[src/hdl/bdar_pkg.sv]
`timescale 1ns / 1ps

package bdar_pkg;

    // Register reset values
    localparam logic [31:0] DEBOUNCE_THRESHOLD_RST = 32'd10000;
    localparam logic [31:0] HOLD_DELAY_RST         = 32'd330000;
    localparam logic [3:0]  ACCEL_AFTER_RST        = 4'd10;
    localparam logic [2:0]  FAST_MULTIPLIER_RST    = 3'd3;

    // Button bit positions in a sample
    localparam int BTN_RIGHT = 0;
    localparam int BTN_MID   = 1;
    localparam int BTN_LEFT  = 2;

    // First hold level at which a held button repeats
    localparam logic [3:0] HOLD_REPEAT_LEVEL = 4'd3;

    // Configuration register indexes
    typedef enum logic [1:0] {
        REG_DEBOUNCE_THRESHOLD = 2'd0,
        REG_HOLD_DELAY         = 2'd1,
        REG_ACCEL_AFTER        = 2'd2,
        REG_FAST_MULTIPLIER    = 2'd3
    } reg_index_t;

    // Result word kinds
    typedef enum logic {
        EV_STEP = 1'b0,
        EV_MODE = 1'b1
    } event_kind_t;

    typedef struct packed {
        logic [31:0] debounce_threshold;
        logic [31:0] hold_delay;
        logic [3:0]  accel_after;
        logic [2:0]  fast_multiplier;
    } cfg_t;

    typedef struct packed {
        logic               valid;
        event_kind_t        kind;
        logic signed [3:0]  step;
    } result_t;

endpackage

[src/hdl/bdar_core.sv]
`timescale 1ns / 1ps

// Debounce and auto-repeat state; one sample processed per fire.
module bdar_core
(
    input  logic             clk,
    input  logic             rst_n,
    input  logic             fire,
    input  logic [2:0]       buttons,
    input  logic [15:0]      elapsed,
    input  bdar_pkg::cfg_t   cfg,
    output bdar_pkg::result_t result
);

    logic [2:0]  prev_reg, prev_next;
    logic [2:0]  stable_reg, stable_next;
    logic [31:0] acc_reg, acc_next;
    logic [3:0]  hold_reg, hold_next;

    logic [32:0] sum;
    logic [31:0] acc_sat;
    logic [31:0] acc_v;
    logic [3:0]  hold_v;
    logic        changed;
    logic [2:0]  rise;
    logic [2:0]  mag;

    // Saturating tick sum, then debounce / hold decisions
    always_comb
    begin
        prev_next   = buttons;
        stable_next = stable_reg;
        acc_next    = acc_reg;
        hold_next   = hold_reg;
        result      = '0;
        mag         = 3'd1;
        rise        = buttons & ~stable_reg;

        sum     = {1'b0, acc_reg} + {17'b0, elapsed};
        acc_sat = sum[32] ? '1 : sum[31:0];
        changed = (buttons != prev_reg);
        acc_v   = changed ? '0 : acc_sat;
        hold_v  = changed ? '0 : hold_reg;

        if (hold_v == 4'd0)
        begin
            acc_next  = acc_v;
            hold_next = 4'd0;
            if (acc_v > cfg.debounce_threshold)
            begin
                stable_next = buttons;
                acc_next    = '0;
                if (rise[bdar_pkg::BTN_RIGHT])
                begin
                    hold_next    = 4'd1;
                    result.valid = 1'b1;
                    result.kind  = bdar_pkg::EV_STEP;
                    result.step  = -4'sd1;
                end
                else if (rise[bdar_pkg::BTN_MID])
                begin
                    result.valid = 1'b1;
                    result.kind  = bdar_pkg::EV_MODE;
                    result.step  = 4'sd0;
                end
                else if (rise[bdar_pkg::BTN_LEFT])
                begin
                    hold_next    = 4'd1;
                    result.valid = 1'b1;
                    result.kind  = bdar_pkg::EV_STEP;
                    result.step  = 4'sd1;
                end
            end
        end
        else if (acc_v > cfg.hold_delay)
        begin
            acc_next = '0;
            if (hold_v < bdar_pkg::HOLD_REPEAT_LEVEL)
            begin
                hold_next = 4'(hold_v + 4'd1);
            end
            else
            begin
                // slow repeats advance the level, fast ones keep it
                if (hold_v < cfg.accel_after)
                begin
                    mag       = 3'd1;
                    hold_next = 4'(hold_v + 4'd1);
                end
                else
                begin
                    mag       = cfg.fast_multiplier;
                    hold_next = hold_v;
                end
                if (buttons[bdar_pkg::BTN_RIGHT])
                begin
                    result.valid = 1'b1;
                    result.kind  = bdar_pkg::EV_STEP;
                    result.step  = $signed(4'd0 - {1'b0, mag});
                end
                else if (buttons[bdar_pkg::BTN_LEFT])
                begin
                    result.valid = 1'b1;
                    result.kind  = bdar_pkg::EV_STEP;
                    result.step  = $signed({1'b0, mag});
                end
            end
        end
        else
        begin
            acc_next  = acc_v;
            hold_next = hold_v;
        end
    end

    // State registers, advanced once per processed word
    always_ff @(posedge clk or negedge rst_n)
    begin
        if (!rst_n)
        begin
            prev_reg   <= '0;
            stable_reg <= '0;
            acc_reg    <= '0;
            hold_reg   <= '0;
        end
        else if (fire)
        begin
            prev_reg   <= prev_next;
            stable_reg <= stable_next;
            acc_reg    <= acc_next;
            hold_reg   <= hold_next;
        end
    end

endmodule

[src/hdl/button_debounce_auto_repeat.sv]
`timescale 1ns / 1ps

// Channel   Handshake                 Payload
// in        in_valid / in_ready       buttons[2:0], elapsed[15:0]
// out       out_valid / out_ready     event_kind, step_amount[3:0] signed
// cfg       cfg_write (no handshake)  cfg_index[1:0], cfg_data[31:0]
//
// One word per cycle unless the output stalls: a word is held in the input
// register, the state update and result decision run in a single pass, and
// the result, if any, lands in the output register and raises out_valid.
// While a result waits in the output register and out_ready is low, a word
// in the input register stays and in_ready drops; a taken result frees the
// output register for the next word in the same cycle. Reset clears the
// valid flags and debounce state and loads the default register values.
module button_debounce_auto_repeat
(
    input  logic              clk,
    input  logic              rst_n,
    input  logic              in_valid,
    output logic              in_ready,
    input  logic [2:0]        buttons,
    input  logic [15:0]       elapsed,
    output logic              out_valid,
    input  logic              out_ready,
    output logic              event_kind,
    output logic signed [3:0] step_amount,
    input  logic              cfg_write,
    input  logic [1:0]        cfg_index,
    input  logic [31:0]       cfg_data
);

    bdar_pkg::cfg_t    cfg_reg;
    bdar_pkg::result_t core_result;

    logic              stage_valid_reg;
    logic [2:0]        buttons_reg;
    logic [15:0]       elapsed_reg;
    logic              out_valid_reg;
    logic              kind_reg;
    logic signed [3:0] step_reg;
    logic              advance;

    // Configuration writes
    always_ff @(posedge clk or negedge rst_n)
    begin
        if (!rst_n)
        begin
            cfg_reg.debounce_threshold <= bdar_pkg::DEBOUNCE_THRESHOLD_RST;
            cfg_reg.hold_delay         <= bdar_pkg::HOLD_DELAY_RST;
            cfg_reg.accel_after        <= bdar_pkg::ACCEL_AFTER_RST;
            cfg_reg.fast_multiplier    <= bdar_pkg::FAST_MULTIPLIER_RST;
        end
        else if (cfg_write)
        begin
            unique case (bdar_pkg::reg_index_t'(cfg_index))
                bdar_pkg::REG_DEBOUNCE_THRESHOLD: cfg_reg.debounce_threshold <= cfg_data;
                bdar_pkg::REG_HOLD_DELAY:         cfg_reg.hold_delay         <= cfg_data;
                bdar_pkg::REG_ACCEL_AFTER:        cfg_reg.accel_after        <= cfg_data[3:0];
                bdar_pkg::REG_FAST_MULTIPLIER:    cfg_reg.fast_multiplier    <= cfg_data[2:0];
                default: ;
            endcase
        end
    end

    // Stage moves when its result has a free output slot
    assign advance  = stage_valid_reg && (!out_valid_reg || out_ready);
    assign in_ready = !stage_valid_reg || advance;

    // Input register
    always_ff @(posedge clk or negedge rst_n)
    begin
        if (!rst_n)
        begin
            stage_valid_reg <= 1'b0;
        end
        else if (in_ready)
        begin
            stage_valid_reg <= in_valid;
        end
    end

    always_ff @(posedge clk)
    begin
        if (in_valid && in_ready)
        begin
            buttons_reg <= buttons;
            elapsed_reg <= elapsed;
        end
    end

    bdar_core u_core
    (
        .clk     (clk),
        .rst_n   (rst_n),
        .fire    (advance),
        .buttons (buttons_reg),
        .elapsed (elapsed_reg),
        .cfg     (cfg_reg),
        .result  (core_result)
    );

    // Output register
    always_ff @(posedge clk or negedge rst_n)
    begin
        if (!rst_n)
        begin
            out_valid_reg <= 1'b0;
        end
        else if (advance && core_result.valid)
        begin
            out_valid_reg <= 1'b1;
        end
        else if (out_ready)
        begin
            out_valid_reg <= 1'b0;
        end
    end

    always_ff @(posedge clk)
    begin
        if (advance && core_result.valid)
        begin
            kind_reg <= core_result.kind;
            step_reg <= core_result.step;
        end
    end

    assign out_valid   = out_valid_reg;
    assign event_kind  = kind_reg;
    assign step_amount = step_reg;

`ifndef NO_ASSERTIONS
    // A mode word never carries a step
    a_mode_zero_step: assert property (@(posedge clk) disable iff (!rst_n)
        (out_valid_reg && kind_reg == bdar_pkg::EV_MODE) |-> (step_reg == 4'sd0))
        else $error("mode word with nonzero step");

    // A blocked stage keeps its word
    a_stage_holds: assert property (@(posedge clk) disable iff (!rst_n)
        (stage_valid_reg && !advance) |=> stage_valid_reg)
        else $error("stage word dropped while blocked");

    // An accepted word always reaches the stage
    a_accept_loads: assert property (@(posedge clk) disable iff (!rst_n)
        (in_valid && in_ready) |=> stage_valid_reg)
        else $error("accepted word lost");

    // A waiting result is not overwritten
    a_no_overwrite: assert property (@(posedge clk) disable iff (!rst_n)
        (out_valid_reg && !out_ready) |-> !advance)
        else $error("stage advanced into a full output register");
`endif

endmodule

[config.mk]
export PLATFORM = sky130hd
export DESIGN_NAME = button_debounce_auto_repeat
export DESIGN_NICKNAME = d
export VERILOG_FILES = /design/src/hdl/bdar_pkg.sv /design/src/hdl/bdar_core.sv /design/src/hdl/button_debounce_auto_repeat.sv
export SDC_FILE = /design/constraint.sdc
export NUM_CORES = 1
export LEC_CHECK = 0
export BUFFER_PORTS_ARGS = -buffer_cell sky130_fd_sc_hd__clkbuf_2
export CAP_MARGIN = 30
export CELL_PAD_IN_SITES_DETAIL_PLACEMENT = 2
export CELL_PAD_IN_SITES_GLOBAL_PLACEMENT = 2
export CORE_ASPECT_RATIO = 0.9
export CORE_MARGIN = 10
export CORE_UTILIZATION = 42
export DETAILED_ROUTE_END_ITERATION = 12
export GPL_ROUTABILITY_DRIVEN = 0
export PLACE_DENSITY_LB_ADDON = 0.2
export SLEW_MARGIN = 10
export SYNTH_ARGS = -nofsm -noshare
export SYNTH_HDL_FRONTEND = slang
export SYNTH_SLANG_ARGS = --single-unit
[constraint.sdc]
create_clock -name clk -period 8 [get_ports clk]
set_clock_uncertainty 0.1 [all_clocks]
set_input_delay 0 -clock clk [delete_from_list [all_inputs] [get_ports clk]]
set_output_delay 0 -clock clk [all_outputs]
set_load 0.005 [all_outputs]
==> summary.txt <==
Outcome
  • Status: complete, no violations

Critical path
  • Slowest CP cell: a21boi_1
  • Buf/Inv on CP: 0
  • Kind of end point of the critical path: flip-flop
  • CP dominant cell by count: ha_1
  • Cells along the critical path: ha_1 -> nand4_1 -> nor4_1 -> o21ai_0 -> a21boi_1 -> nand2_2 -> and3_1 -> nor3_1 -> ha_1 -> a211o_1 -> o211ai_1 -> a21oi_1 -> nor4b_1 -> o22ai_1 -> a22oi_2 -> a21oi_2 -> a211oi_1
  • WP data required: between 8 and 9 ns
  • Worst-path fanout max: 26
  • Crit path largest cell delay: just under 0.8 ns
  • Crit path max-delay family: compound AO/OA/AOI/OAI gates
  • Crit start category: flip-flop
  • CP Class: reg -> reg
  • Worst Path Arrival: 7.14 ns

STA
  • Max frequency: 145 MHz
  • Least-Margin Pin Slew: 0.934 ns
  • Setup violators final: 0
  • Max-slew violations: 0
  • Post-route clock period utilization: 86.5%
  • Hold_ws: approximately 0.18 ns
  • Slew HR: 37.6%
  • Post-route setup TNS: 0 ns
  • RSZ-0062 raised after global routing: false
  • Final hold vios: 0
  • Tmin final: 6.92 ns

Route
  • Vias per cell: 5.82
  • DRT Pass-1 Iters: 4
  • DRC: 0
  • Total number of vias: 7475
  • DRT iter0 DRCs: 475
  • Routed Antenna Nets: 0
  • Wire length per cell: 24.0 um
  • Final WL: 30800 um

Logic synthesis
  • EDFF count, synth: 24
  • Ys Warns: 0
  • Synth top area share: 29.5%
  • Synthesis-stage register bit count: 139
  • Main synth FF type: dfrtp_1
  • Synth Cell Area: 8550 um2
  • Yosys top cell by area: dfrtp_1
  • Sequential-to-total area share from yosys stat: between 40% and 50%
  • Ranking of synthesized cells by area: dfrtp_1, ha_1, edfxtp_1
  • Number of library cell types mapped by synthesis: 69
  • FFs w/ async S/R, synth: approximately 83%
  • Synth Area per Inst: 9.49 um2
  • Syn_nets: 1046
  • Post-synthesis cell count: 901

CTS
  • TritonCTS clock tree: built
  • H-tree Lvls: 4
  • CTS-repair resized insts: 0
  • Postcts setup bufs: 0
  • Clock Path Buffers: 2
  • Clock Latency Late Sink: 0.44 ns
  • Clock root cell: clkbuf_16
  • CTS buffer count: 17
  • Sink Count: 139
  • Clk pin slew, worst setup/hold paths: 0.06 ns

Global routing
  • Vias in the first global route: 8651
  • Largest net degree at the start of global routing: a little over 70
  • Global-route wire length before repair: 49700 um
  • GRT Total Usage: a little under a quarter
  • Initial antenna violation count: 0
  • Total global routing overflow: 0

Layout
  • Share of cells above drive strength 1: 17.5%
  • NumNets Final: 1162
  • Filler cells: 2054
  • Max reg flops: a little over 70
  • # diodes: 0
  • Area of the multi-input gates: 4480 um2
  • Sequential Area: 3620 um2
  • Area grow syn2layout: 20.9%

Flow run
  • Max_cap viols: 0

Floorplan
  • Die Span Y: roughly 160 um
  • Cell row count: roughly 50
  • Io pins: between 60 and 70
  • Die ar.: about 26000 um2
  • Core box area: 20000 um2
  • Die W: between 150 and 200 um
  • Initial Util: 42.8%

Power and ir drop
  • Net Sw Frac: a little under a third
  • Lkg Pwr: 0.00470 uW
  • Pint: between 1500 and 2000 uW
  • Net Sw Power: approximately 670 uW
  • Maximum vdd ir drop: approximately 0.13 mV
  • Comb pwr share: between 20% and 30%
  • Sequential share of power: 39.1%
  • Overall Power: 2180 uW
  • Clock Power Share: 40.0%
  • P per Cell Area: 211 nW/um2

Place
  • Post-DP HPWL: 19800 um
  • # port buffers: 64

Worst hold path
  • Worst Hold Class: in -> reg
## synth_stat cells, types with 8 or more instances
library cell,number
nand2_1,112
and2_1,9
and3_1,8
nor2_1,43
o21ai_0,62
ha_1,86
buf_2,11
dfrtp_1,101
nand3_1,26
dfstp_2,14
mux2_2,43
edfxtp_1,24
xnor2_1,17
nor3_1,19
clkbuf_1,19
a31oi_1,10
nand4_1,17
a21oi_1,69
inv_1,80
## cell type report
cell class              count  area share, %
flip-flops and latches    139           35.0
clock inverters            14           1.88
well taps                 255           3.09
inverters                  80           2.90
clock buffers              18           4.15
repair buffers            131           9.68
multi-input cells         648           43.3
## layout by cell type, fill, tap and decap left out, types with 43 or more instances in the layout
cell,synthesis,routed
mux2_2,43,43
nor2_1,43,43
nand2_1,112,112
a21oi_1,69,69
ha_1,86,86
clkbuf_2,0,63
o21ai_0,62,62
dlygate4sd3_1,0,59
dfrtp_1,101,101
inv_1,80,80
## power by group through the flow
stage                     registers (uW)  clock network (uW)  logic, uW
after detailed placement             862                   0        407
after global placement               855                   0        383
final                                853                 875        456
after global routing                 863                 913        508
after CTS                            850                 879        443
after floorplan                      846                   0        272
## layer usage
metal / share of wire (%) / vias to the layer above / track usage, %
met4: 2.0 / 0 / 7.01
met2: 51 / 140 / 41.3
met1: 43 / 3860 / 29.6
met3: 3.8 / 40 / 4.73
met5: 0 / - / 0
li1: - / 3435 / -
## kinds of logic (layout without fill, tap and decap cells)
logic type,after synthesis,after routing,synth area share (%)
AOI/OAI and AO/OA,212,212,15.2
xor gates and xnor gates,24,24,2.46
adders and majority gates,87,87,12.8
buffers and inverters,114,243,5.38
DFF,139,139,42.3
muxes,46,46,6.01
and+or+nand+nor,279,279,15.9
## metrics by stage
stage	std cells	utilization [%]	setup WS, ns	instance area, um2
floorplan	901	-	3.40	8550
global placement	1192	45.5	1.75	9080
detailed placement	1193	45.5	1.31	9100
CTS	1283	51.6	1.20	10300
global route	1285	51.7	0.568	10300
finish	1285	51.7	1.08	10300
## final timing paths
kind	from	endpoint	slack, ns	depth (start not counted)
min in group asynchronous	rst_n	cfg_reg[66]	0.39	3
max reg2reg	u_core.acc_reg[8]	u_core.acc_reg[22]	1.08	17
max	u_core.acc_reg[8]	u_core.acc_reg[22]	1.08	17
max in group asynchronous	rst_n	u_core.acc_reg[8]	6.54	4
min reg2reg	u_core.acc_reg[9]	u_core.acc_reg[9]	0.40	2
min	elapsed[7]	elapsed_reg[7]	0.18	2
## repair_timing
item / 4_1_cts / 5_1_grt
hold buffers: 58 / 1
setup endpoints to repair: 0 / 0
endpoints found under the hold margin: 152 / 9
Note: power is estimated with default switching activity, not from simulation.
